`src/sv/tecb_pkg.sv`:
```
package tecb_pkg;

  localparam int BUFFER_DEPTH = 256;
  localparam int PAGE_SIZE    = 32;
  localparam int LINE_SIZE    = 16;

  localparam int ADDR_W   = $clog2(BUFFER_DEPTH);
  localparam int CURSOR_W = ADDR_W + 1;
  localparam int PAGE_W   = $clog2(BUFFER_DEPTH / PAGE_SIZE);
  localparam int OFFS_W   = $clog2(PAGE_SIZE);
  localparam int LINE_W   = $clog2(LINE_SIZE);
  localparam int CHAR_W   = 8;

  localparam logic [CHAR_W-1:0] SPACE_CHAR = 8'h20;

  localparam logic [CURSOR_W-1:0] CUR_DEPTH   = CURSOR_W'(BUFFER_DEPTH);
  localparam logic [CURSOR_W-1:0] CUR_RIGHT   = CURSOR_W'(BUFFER_DEPTH - 2);
  localparam logic [CURSOR_W-1:0] CUR_LINE    = CURSOR_W'(LINE_SIZE);
  localparam logic [CURSOR_W-1:0] CUR_LASTLN  = CURSOR_W'(BUFFER_DEPTH - LINE_SIZE);
  localparam logic [CURSOR_W-1:0] CUR_ONE     = CURSOR_W'(1);

  typedef enum logic [3:0] {
    REQ_WRITE      = 4'd0,
    REQ_WRITE_CASE = 4'd1,
    REQ_DELETE     = 4'd2,
    REQ_LEFT       = 4'd3,
    REQ_RIGHT      = 4'd4,
    REQ_UP         = 4'd5,
    REQ_DOWN       = 4'd6,
    REQ_ENTER      = 4'd7,
    REQ_PAGE       = 4'd8,
    REQ_CLEAR      = 4'd9,
    REQ_CAPS       = 4'd10,
    REQ_SERIAL     = 4'd11,
    REQ_READ       = 4'd12
  } req_e_t;

  typedef struct packed {
    logic acted;
    logic refresh;
    logic dclear;
    logic serial;
    logic is_read;
  } flags_t;

endpackage

```
`src/sv/text_entry_cursor_buffer_top.sv`:
```
// Text entry buffer: 256 characters in 8 pages of 32, cursor, page and caps state.
// Input channel in_*: one keyboard event per request. in_tuser carries the
// request type, in_tdata the character choices, page number and read index.
// Output channel out_*: exactly one result per request, carrying the acted flag,
// cursor, page, caps flag, redraw/clear/serial strobes and the read character.
// A request is captured on acceptance, executed in S_EXEC and its result loaded into
// the output register from S_DONE; a page clear first passes through S_SWEEP, which
// rewrites the page one entry per cycle through the single write port of the character
// memory. in_tready is low while a request is in flight, so no new request is taken until
// the last one's result is registered, and S_DONE waits while an untaken result is held.
// The result sits in an output register; a new request is accepted while it
// waits, but that request's result is held until the receiver takes the old one.
// Reset (rst_n low, synchronous) zeroes cursor, page, caps and the release
// filter, and marks every character as a space through per-entry valid bits,
// so the block is usable in the first cycle after reset.
module text_entry_cursor_buffer_top (
  input  logic        clk,
  input  logic        rst_n,
  input  logic        in_tvalid,
  output logic        in_tready,
  input  logic [31:0] in_tdata,  // char_plain[7:0], char_caps[15:8], page_select[18:16],
                                 // read_index[26:19], zero pad
  input  logic [3:0]  in_tuser,  // req_type[3:0]
  output logic        out_tvalid,
  input  logic        out_tready,
  output logic [31:0] out_tdata  // acted[0], cursor[9:1], page_now[12:10], caps_on[13],
                                 // refresh[14], display_clear[15], serial_request[16],
                                 // read_char[24:17], zero pad
);

  typedef enum logic [1:0] {S_IDLE, S_EXEC, S_SWEEP, S_DONE} state_t;

  localparam int ADDR_W   = tecb_pkg::ADDR_W;
  localparam int CURSOR_W = tecb_pkg::CURSOR_W;
  localparam int PAGE_W   = tecb_pkg::PAGE_W;
  localparam int OFFS_W   = tecb_pkg::OFFS_W;
  localparam int LINE_W   = tecb_pkg::LINE_W;
  localparam int CHAR_W   = tecb_pkg::CHAR_W;

  state_t                   state_r, state_nxt;
  tecb_pkg::req_e_t         req_r;
  logic [CHAR_W-1:0]        plain_r, caps_ch_r;
  logic [PAGE_W-1:0]        psel_r;
  logic [ADDR_W-1:0]        ridx_r;

  logic [CURSOR_W-1:0]      cursor_r, cursor_nxt;
  logic [PAGE_W-1:0]        page_r, page_nxt;
  logic                     caps_r, caps_nxt;
  logic                     half_r, half_nxt;
  logic [OFFS_W-1:0]        sweep_r, sweep_nxt;
  tecb_pkg::flags_t         flags_r, flags_nxt;

  logic                     out_valid_r, out_valid_nxt;
  logic [31:0]              out_data_r, out_data_nxt;

  logic                     mem_we;
  logic [ADDR_W-1:0]        mem_addr;
  logic [CHAR_W-1:0]        mem_wdata;
  logic [CHAR_W-1:0]        mem [tecb_pkg::BUFFER_DEPTH];
  logic [CHAR_W-1:0]        rd_data_r;
  logic [tecb_pkg::BUFFER_DEPTH-1:0] valid_r;
  logic                     rd_valid_r;

  logic                     follow;
  logic [CURSOR_W-1:0]      cur_dec;
  logic [CHAR_W-1:0]        rd_char;

  assign in_tready  = (state_r == S_IDLE);
  assign out_tvalid = out_valid_r;
  assign out_tdata  = out_data_r;
  assign cur_dec    = cursor_r - tecb_pkg::CUR_ONE;
  assign rd_char    = rd_valid_r ? rd_data_r : tecb_pkg::SPACE_CHAR;

  always_comb begin
    state_nxt     = state_r;
    cursor_nxt    = cursor_r;
    page_nxt      = page_r;
    caps_nxt      = caps_r;
    half_nxt      = half_r;
    sweep_nxt     = sweep_r;
    flags_nxt     = flags_r;
    out_valid_nxt = out_valid_r && !out_tready;
    out_data_nxt  = out_data_r;
    mem_we        = 1'b0;
    mem_addr      = ridx_r;
    mem_wdata     = tecb_pkg::SPACE_CHAR;
    follow        = 1'b0;

    unique case (state_r)
      S_IDLE: begin
        if (in_tvalid) begin
          state_nxt = S_EXEC;
        end
      end

      S_EXEC: begin
        flags_nxt = '0;
        state_nxt = S_DONE;
        if (req_r == tecb_pkg::REQ_READ) begin
          flags_nxt.acted   = 1'b1;
          flags_nxt.is_read = 1'b1;
        end else if (4'(req_r) > 4'(tecb_pkg::REQ_READ)) begin
          // undefined request code: no effect
        end else if (!half_r) begin
          half_nxt = 1'b1;  // first arrival of a key only arms the filter
        end else begin
          half_nxt        = 1'b0;
          flags_nxt.acted = 1'b1;
          unique case (req_r)
            tecb_pkg::REQ_WRITE, tecb_pkg::REQ_WRITE_CASE: begin
              flags_nxt.refresh = 1'b1;
              if (cursor_r < tecb_pkg::CUR_DEPTH) begin
                mem_we           = 1'b1;
                mem_addr         = cursor_r[ADDR_W-1:0];
                mem_wdata        = (req_r == tecb_pkg::REQ_WRITE_CASE && caps_r) ?
                                   caps_ch_r : plain_r;
                cursor_nxt       = cursor_r + tecb_pkg::CUR_ONE;
                flags_nxt.dclear = 1'b1;
                follow           = 1'b1;
              end
            end
            tecb_pkg::REQ_DELETE: begin
              flags_nxt.refresh = 1'b1;
              flags_nxt.dclear  = 1'b1;
              follow            = 1'b1;
              if (cursor_r != '0) begin
                cursor_nxt = cur_dec;
                if (cur_dec < tecb_pkg::CUR_DEPTH) begin
                  mem_we   = 1'b1;
                  mem_addr = cur_dec[ADDR_W-1:0];
                end
              end
            end
            tecb_pkg::REQ_LEFT: begin
              follow = 1'b1;
              if (cursor_r != '0) begin
                cursor_nxt        = cur_dec;
                flags_nxt.refresh = 1'b1;
              end
            end
            tecb_pkg::REQ_RIGHT: begin
              follow = 1'b1;
              if (cursor_r < tecb_pkg::CUR_RIGHT) begin
                cursor_nxt        = cursor_r + tecb_pkg::CUR_ONE;
                flags_nxt.refresh = 1'b1;
              end
            end
            tecb_pkg::REQ_UP: begin
              follow = 1'b1;
              if (cursor_r >= tecb_pkg::CUR_LINE) begin
                cursor_nxt        = cursor_r - tecb_pkg::CUR_LINE;
                flags_nxt.refresh = 1'b1;
              end
            end
            tecb_pkg::REQ_DOWN: begin
              follow = 1'b1;
              if (cursor_r < tecb_pkg::CUR_LASTLN) begin
                cursor_nxt        = cursor_r + tecb_pkg::CUR_LINE;
                flags_nxt.refresh = 1'b1;
              end
            end
            tecb_pkg::REQ_ENTER: begin
              flags_nxt.refresh = 1'b1;
              if (cursor_r < tecb_pkg::CUR_LASTLN) begin
                cursor_nxt = {cursor_r[CURSOR_W-1:LINE_W], LINE_W'(0)} + tecb_pkg::CUR_LINE;
                follow     = 1'b1;
              end
            end
            tecb_pkg::REQ_PAGE: begin
              // page count is a power of two filling the page field exactly
              flags_nxt.refresh = 1'b1;
              page_nxt          = psel_r;
              cursor_nxt        = CURSOR_W'({psel_r, OFFS_W'(0)});
            end
            tecb_pkg::REQ_CLEAR: begin
              flags_nxt.refresh = 1'b1;
              sweep_nxt         = '0;
              state_nxt         = S_SWEEP;
            end
            tecb_pkg::REQ_CAPS: begin
              caps_nxt = !caps_r;
            end
            default: begin
              flags_nxt.serial = 1'b1;
            end
          endcase
        end
      end

      S_SWEEP: begin
        // pages tile the store exactly, so every offset is inside it
        mem_we    = 1'b1;
        mem_addr  = {page_r, sweep_r};
        sweep_nxt = sweep_r + OFFS_W'(1);
        if (sweep_r == OFFS_W'(tecb_pkg::PAGE_SIZE - 1)) begin
          state_nxt = S_DONE;
        end
      end

      S_DONE: begin
        if (!out_valid_r || out_tready) begin
          out_valid_nxt = 1'b1;
          out_data_nxt  = 32'({flags_r.is_read ? rd_char : CHAR_W'(0),
                               flags_r.serial, flags_r.dclear, flags_r.refresh,
                               caps_r, page_r, cursor_r, flags_r.acted});
          state_nxt     = S_IDLE;
        end
      end

      default: state_nxt = S_IDLE;
    endcase

    if (follow && cursor_nxt < tecb_pkg::CUR_DEPTH) begin
      page_nxt = cursor_nxt[ADDR_W-1:OFFS_W];
    end
  end

  always_ff @(posedge clk) begin
    if (!rst_n) begin
      state_r     <= S_IDLE;
      cursor_r    <= '0;
      page_r      <= '0;
      caps_r      <= 1'b0;
      half_r      <= 1'b0;
      out_valid_r <= 1'b0;
    end else begin
      state_r     <= state_nxt;
      cursor_r    <= cursor_nxt;
      page_r      <= page_nxt;
      caps_r      <= caps_nxt;
      half_r      <= half_nxt;
      out_valid_r <= out_valid_nxt;
    end
  end

  // request capture and payload registers
  always_ff @(posedge clk) begin
    if (state_r == S_IDLE && in_tvalid) begin
      req_r     <= tecb_pkg::req_e_t'(in_tuser);
      plain_r   <= in_tdata[7:0];
      caps_ch_r <= in_tdata[15:8];
      psel_r    <= in_tdata[18:16];
      ridx_r    <= in_tdata[26:19];
    end
    sweep_r    <= sweep_nxt;
    flags_r    <= flags_nxt;
    out_data_r <= out_data_nxt;
  end

  // character memory, one port, registered read
  always_ff @(posedge clk) begin
    if (mem_we) begin
      mem[mem_addr] <= mem_wdata;
    end
    rd_data_r  <= mem[mem_addr];
    rd_valid_r <= valid_r[mem_addr];
  end

  // entries never written since reset read as spaces
  always_ff @(posedge clk) begin
    if (!rst_n) begin
      valid_r <= '0;
    end else if (mem_we) begin
      valid_r[mem_addr] <= 1'b1;
    end
  end

endmodule
```
`config.mk`:
```
export PLATFORM = sky130hd
export DESIGN_NAME = text_entry_cursor_buffer_top
export DESIGN_NICKNAME = d
export VERILOG_FILES = /design/src/sv/tecb_pkg.sv /design/src/sv/text_entry_cursor_buffer_top.sv
export SDC_FILE = /design/constraint.sdc
export NUM_CORES = 2
export LEC_CHECK = 0
export ABC_CLOCK_PERIOD_IN_PS = 26700
export BUFFER_PORTS_ARGS = -buffer_cell sky130_fd_sc_hd__buf_2
export CORE_ASPECT_RATIO = 1.4
export CORE_MARGIN = 2
export CORE_UTILIZATION = 35
export CTS_BUF_LIST = sky130_fd_sc_hd__clkbuf_4 sky130_fd_sc_hd__clkbuf_8
export CTS_CLUSTER_SIZE = 16
export DETAILED_ROUTE_END_ITERATION = 16
export GPL_ROUTABILITY_DRIVEN = 0
export RECOVER_POWER = 50
export SLEW_MARGIN = 20
export SYNTH_ARGS = -nofsm -noshare
export SYNTH_HDL_FRONTEND = slang
export SYNTH_SLANG_ARGS = --single-unit
```
`constraint.sdc`:
```
create_clock -name clk -period 26.7 [get_ports clk]
set_input_delay 5.34 -clock clk [delete_from_list [all_inputs] [get_ports clk]]
set_output_delay 5.34 -clock clk [all_outputs]
set_load 0.01 [all_outputs]
```
After elaboration in Yosys (flattened, before gate mapping)
Memory sizes are Yosys's and may differ from the RTL's. A register that Yosys moved wholly into a read port is not among the register bits.
Index checks and enable logic that the tools add are counted.
- flip-flop bits (word level): 340
- bits in writable memories: 2048
- word-level logic and storage cells: 173
- memories kept: 1
- $add $sub $neg: 6
- order comparisons: 9
- equality and inequality tests: 24
- muxes and demuxes: 78
- bitwise logic cells: 4
- reduce and logical (&&, ||, !) cells: 29
- memories (name ; depth ; bits a word ; read ports ; clocked after memory_dff ; wr ports ; line ; source):
    mem ; 256 ; 8 ; 1 ; 1 ; 1 ; text_entry_cursor_buffer_top.sv:59 ; logic [CHAR_W-1:0] mem [tecb_pkg::BUFFER_DEPTH];
- operators with widths (operator ; number):
    $or A256 B256 Y256 ; 1
    $mux W8 ; 13
    $mux W9 ; 10
    $pmux W9 S7 ; 1
    $pmux W8 S2 ; 2
    $lt A9 B9 Y1 const B ; 3
    $mux W1 ; 27
    $mux W5 ; 4
    $add A9 B5 Y9 const B ; 2
    $lt A9 B8 Y1 const B ; 2
    $mux W3 ; 6
    $eq A4 B3 Y1 const B ; 4
    $eq A4 B4 Y1 const B ; 4
    $reduce_and A5 Y1 ; 3
    $ne A2 B2 Y1 const B ; 6
    $reduce_or A11 Y1 ; 1
    $pmux W5 S2 ; 1
    $add A9 B1 Y9 const B ; 1
    $ge A9 B5 Y1 const B ; 1
    $lt A8 B9 Y1 const B ; 1
    $reduce_bool A9 Y1 ; 1
    $sub A9 B1 Y9 const B ; 1
    $sub A9 B5 Y9 const B ; 1
    $bmux W1 S8 ; 1
    other kinds (30) ; 53

Longest topological paths before layout
- depth in word-level cells: 14
- gate-level depth with buffers: 19

Least setup slack after synthesis
No wires, ideal clock.
- path type: flip-flop to flip-flop
- from: register req_r[2]
- to: memory mem[0][0], data pin
- arrival time: 7585 ps
- data required time: 25310 ps
- setup slack: 17725 ps
- cell stages (with the launch flop): 6
- clock period less this slack: 8975 ps
- path through: edfxtp_1 -> clkbuf_1 -> nor4_1 -> clkbuf_1 -> nand3_1 -> nor2_1
- word-level cells in the longest chain between the ends: 9
- elaborated cells between the ends (all ways): 13
- RTL lines (item ; line ; source):
    from (decl) ; text_entry_cursor_buffer_top.sv:41 ; tecb_pkg::req_e_t req_r;
    from (signal assigned) ; text_entry_cursor_buffer_top.sv:239 ; req_r <= tecb_pkg::req_e_t'(in_tuser);
    $eq A4 B1 Y1 ; text_entry_cursor_buffer_top.sv:109, text_entry_cursor_buffer_top.sv:115 ;
    $logic_and A1 B1 Y1 ; text_entry_cursor_buffer_top.sv:115 ; mem_wdata = (req_r == tecb_pkg::REQ_WRITE_CASE && caps_r) ?
    $mux W8 ; text_entry_cursor_buffer_top.sv:115 ;
    $mux W8 ; text_entry_cursor_buffer_top.sv:112 ; if (cursor_r < tecb_pkg::CUR_DEPTH) begin
    $mux W8 ; text_entry_cursor_buffer_top.sv:109 ; unique case (req_r)
    $mux W8 ; text_entry_cursor_buffer_top.sv:104 ; end else if (!half_r) begin
    $mux W8 ; text_entry_cursor_buffer_top.sv:102 ; end else if (4'(req_r) > 4'(tecb_pkg::REQ_READ)) begin
    $mux W8 (*) ; text_entry_cursor_buffer_top.sv:99 ; if (req_r == tecb_pkg::REQ_READ) begin
    $mux W8 (*) ; text_entry_cursor_buffer_top.sv:89 ; unique case (state_r)
    named net mem_wdata[0] ; text_entry_cursor_buffer_top.sv:58 ; logic [CHAR_W-1:0] mem_wdata;
    to (decl) ; text_entry_cursor_buffer_top.sv:59 ;
Mark *: on every way through the listed nets, which the timed path passes. The rest lies on a longest branch.

Worst setup path in the final report
- from: register req_r[2]
- to: memory mem[219][6], data pin
The elaborated chain is that of the path after synthesis.

==> results_dict.tcl <==
set metrics [dict create \
    cts-root-to-sink-buffers 4 \
    yosys_warnings 0 \
    pre_cts_ws_ps 19140 \
    leakage_nw 34.9 \
    status "finished with violations" \
    cp-start-kind "flop" \
    final-seq-area_um2 69100 \
    rsz0062_at_grt "false" \
    fin_nets 7568 \
    drc 0 \
    holdCritStartpoint "flags_r[1]" \
    start_util_pct 35.1 \
    syn_inst 7412 \
    initialDrtViolationCount 8500 \
    required_ps 26230 \
    routedWlPerCell_um 28.3 \
    combPwrFrac_pct 38.6 \
    timing.rr.start "req_r[2]" \
    synth_edf_count 2114 \
    power.density_nw_per_um2 108 \
    ys_async_sr_fraction_pct 0 \
    die_height_um 623 \
    cts_resized 0 \
    fin_tns_setup_ps 0 \
    slew_headroom_pct -521 \
    yosys_most_used_dff "edfxtp_1" \
    io_pins 74 \
    period_share_pct 49.1 \
    setup_slack_ps 13580 \
    period_needed_ps 13120 \
    setup_violations 0 \
    intPower_mw 6.76 \
    io_buffers 61 \
    drtPass1Iterations 9 \
    post_cts_buffers 0 \
    worstSetupEndpointType "flop" \
    cts_inserted_buffers 340 \
    drive_gt1_share_pct 10.7 \
    ys_types 92 \
    clk_latency_ps 1000 \
    die_area_um2 278000 \
    worstSetupStartpoint "req_r[2]" \
    cts_hold_buf 0 \
    grt_pass1_wl_mm 450 \
    rr_endpoint "mem[219][6]" \
    cts_sinks 2396 \
    fp-row-count 227 \
    clock_power_share_pct 25.9 \
    vias 64300 \
    finalClockSkew_ps 107 \
    seq_power_share_pct 35.5 \
    min_path_type "reg -> reg" \
    area_growth_syn_to_layout_pct 11.5 \
    cts-root-buf "clkbuf_8" \
    place_area_um2 100000 \
    p_sw_share_pct 41.6 \
    overflow 0 \
    cts_tree "done" \
    crit_path_max_fanout 168 \
    tightest_slew_ps 9310 \
    grt_max_degree 205 \
    design_area_um2 107000 \
    netlist_area_um2 95800 \
    p_switching_mw 4.81 \
    crit_arrival_ps 12650 \
    core_um2 273000 \
    syn_area_per_cell_um2 12.9 \
    wl_mm 321 \
    fp.dieW_um 446 \
    violations "max-capacitance violations, max-slew violations" \
    via_per_inst 5.67 \
    cap_violations 35 \
    ys_seq_area_share_pct 72.2 \
    multi_input_area_um2 24500 \
    endpoint "mem[219][6]" \
    fillers 25600 \
    htree_levels 5 \
    finish.utilization_pct 39.2 \
    r2r_cells 7 \
    ys_ff_latch 2396 \
    crit_type "reg -> reg" \
    ant_nets 0 \
    hold_viol 0 \
    clk_pin_slew_ps 70 \
    antenna_found_initial 15 \
    fmax_mhz 76.2 \
    hpwl_mm 195 \
    ir_worst_vdd_mv 0.142 \
    grt_use_total_pct 22.4 \
    rrSetupSlack_ps 13580 \
    slew_violations 2246 \
    grt_pass1_vias 61100 \
]
how the worst min path moves through the flow:
stage                                to  slack, ps  depth (start not counted)
after floorplan            out_tdata[0]        400                          0
after global placement    out_tdata[14]        400                          0
after detailed placement  out_tdata[16]        400                          0
after CTS                 out_tdata[14]        420                          0
after global routing      out_tdata[15]        440                          0
final                     out_tdata[16]        420                          0
metal layers:
layer  GRT usage, %  up-vias  share of wire [%]
met5              0        -             0.0068
met4           16.4        6                8.4
met3           3.82      863                8.7
met2           36.9     3564                 48
met1           26.4    32200                 35
li1               -    27700                  -
cell usage after synthesis (all sizes together), types with 70 or more instances:
cell / n / area share [%]
o21a: 242 / 1.9
nor2: 385 / 1.5
dfxtp: 282 / 5.9
buf: 365 / 1.9
nand4: 72 / 0.47
o21ai: 113 / 0.59
nand2: 1624 / 6.4
clkbuf: 118 / 0.46
mux2i: 370 / 3.9
a21oi: 279 / 1.5
o22ai: 123 / 0.80
nand3: 733 / 3.8
a31oi: 70 / 0.46
edfxtp: 2114 / 66
layout by cell type (no fill, tap or decap), types with 123 or more instances in the layout:
cell         n
nand3_1    733
nor2_1     359
clkbuf_8   381
nand2_1   1621
o22ai_1    123
a21oi_1    276
edfxtp_1  2114
o21a_1     242
dfxtp_1    282
buf_4      132
mux2i_1    370
cell type report:
cell class	instances	area share (%)
Timing Repair Buffer	238	1.54
Clock inverter	117	0.786
Multi-Input combinational cell	4514	22.9
Inverter	25	0.0878
Clock buffer	501	5.75
Antenna cell	14	0.0328
Sequential cell	2396	64.7
Tap cell	3549	4.16
power by group through the flow:
stage                     logic [mW]  clock network [mW]  registers (mW)
after floorplan                 2.47                   0            4.17
after detailed placement        4.34                   0            4.19
after global routing            4.61                3.16            4.11
after global placement          4.31                   0            4.19
final                           4.47                2.99            4.11
after CTS                       4.35                3.01            4.11
logic make-up after synthesis:
| family | after synthesis | synth area share [%] |
|---|---|---|
| AND/OR/NAND/NOR | 3024 | 13.6 |
| flip-flops | 2396 | 72.2 |
| AO/OA/AOI/OAI | 1091 | 7.61 |
| buffers and inverters | 508 | 2.51 |
| multiplexers | 371 | 3.88 |
| adder cells (fa/ha/maj) | 13 | 0.170 |
| XOR/XNOR | 8 | 0.0732 |
| other | 1 | 0.00392 |
critical path, stage by stage, from the launching register on:
cell	delay, ps
edfxtp_1	690
nor2_1	540
nand3_1	530
mux2i_1	290
nor2_4	120
clkbuf_1	1860
clkbuf_1	1620
clkbuf_1	5710
sequential cells by signal (all words and copies together) (netlist names), 8 cells and up:
signal	cells
out_tdata	25
mem	2048
ridx_r	8
rd_data_r	8
plain_r	8
caps_ch_r	8
valid_r	256
cursor_r	9
through the flow:
stage / total power, mW / std cells / hold slack [ps]
6_report: 11.6 / 11400 / 419
5_1_grt: 11.9 / 11300 / 441
4_1_cts: 11.5 / 11300 / 425
3_5_place_dp: 8.53 / 10700 / 405
3_3_place_gp: 8.50 / 10700 / 404
2_1_floorplan: 6.64 / 7418 / 400
(Power assumes the default switching activity.)
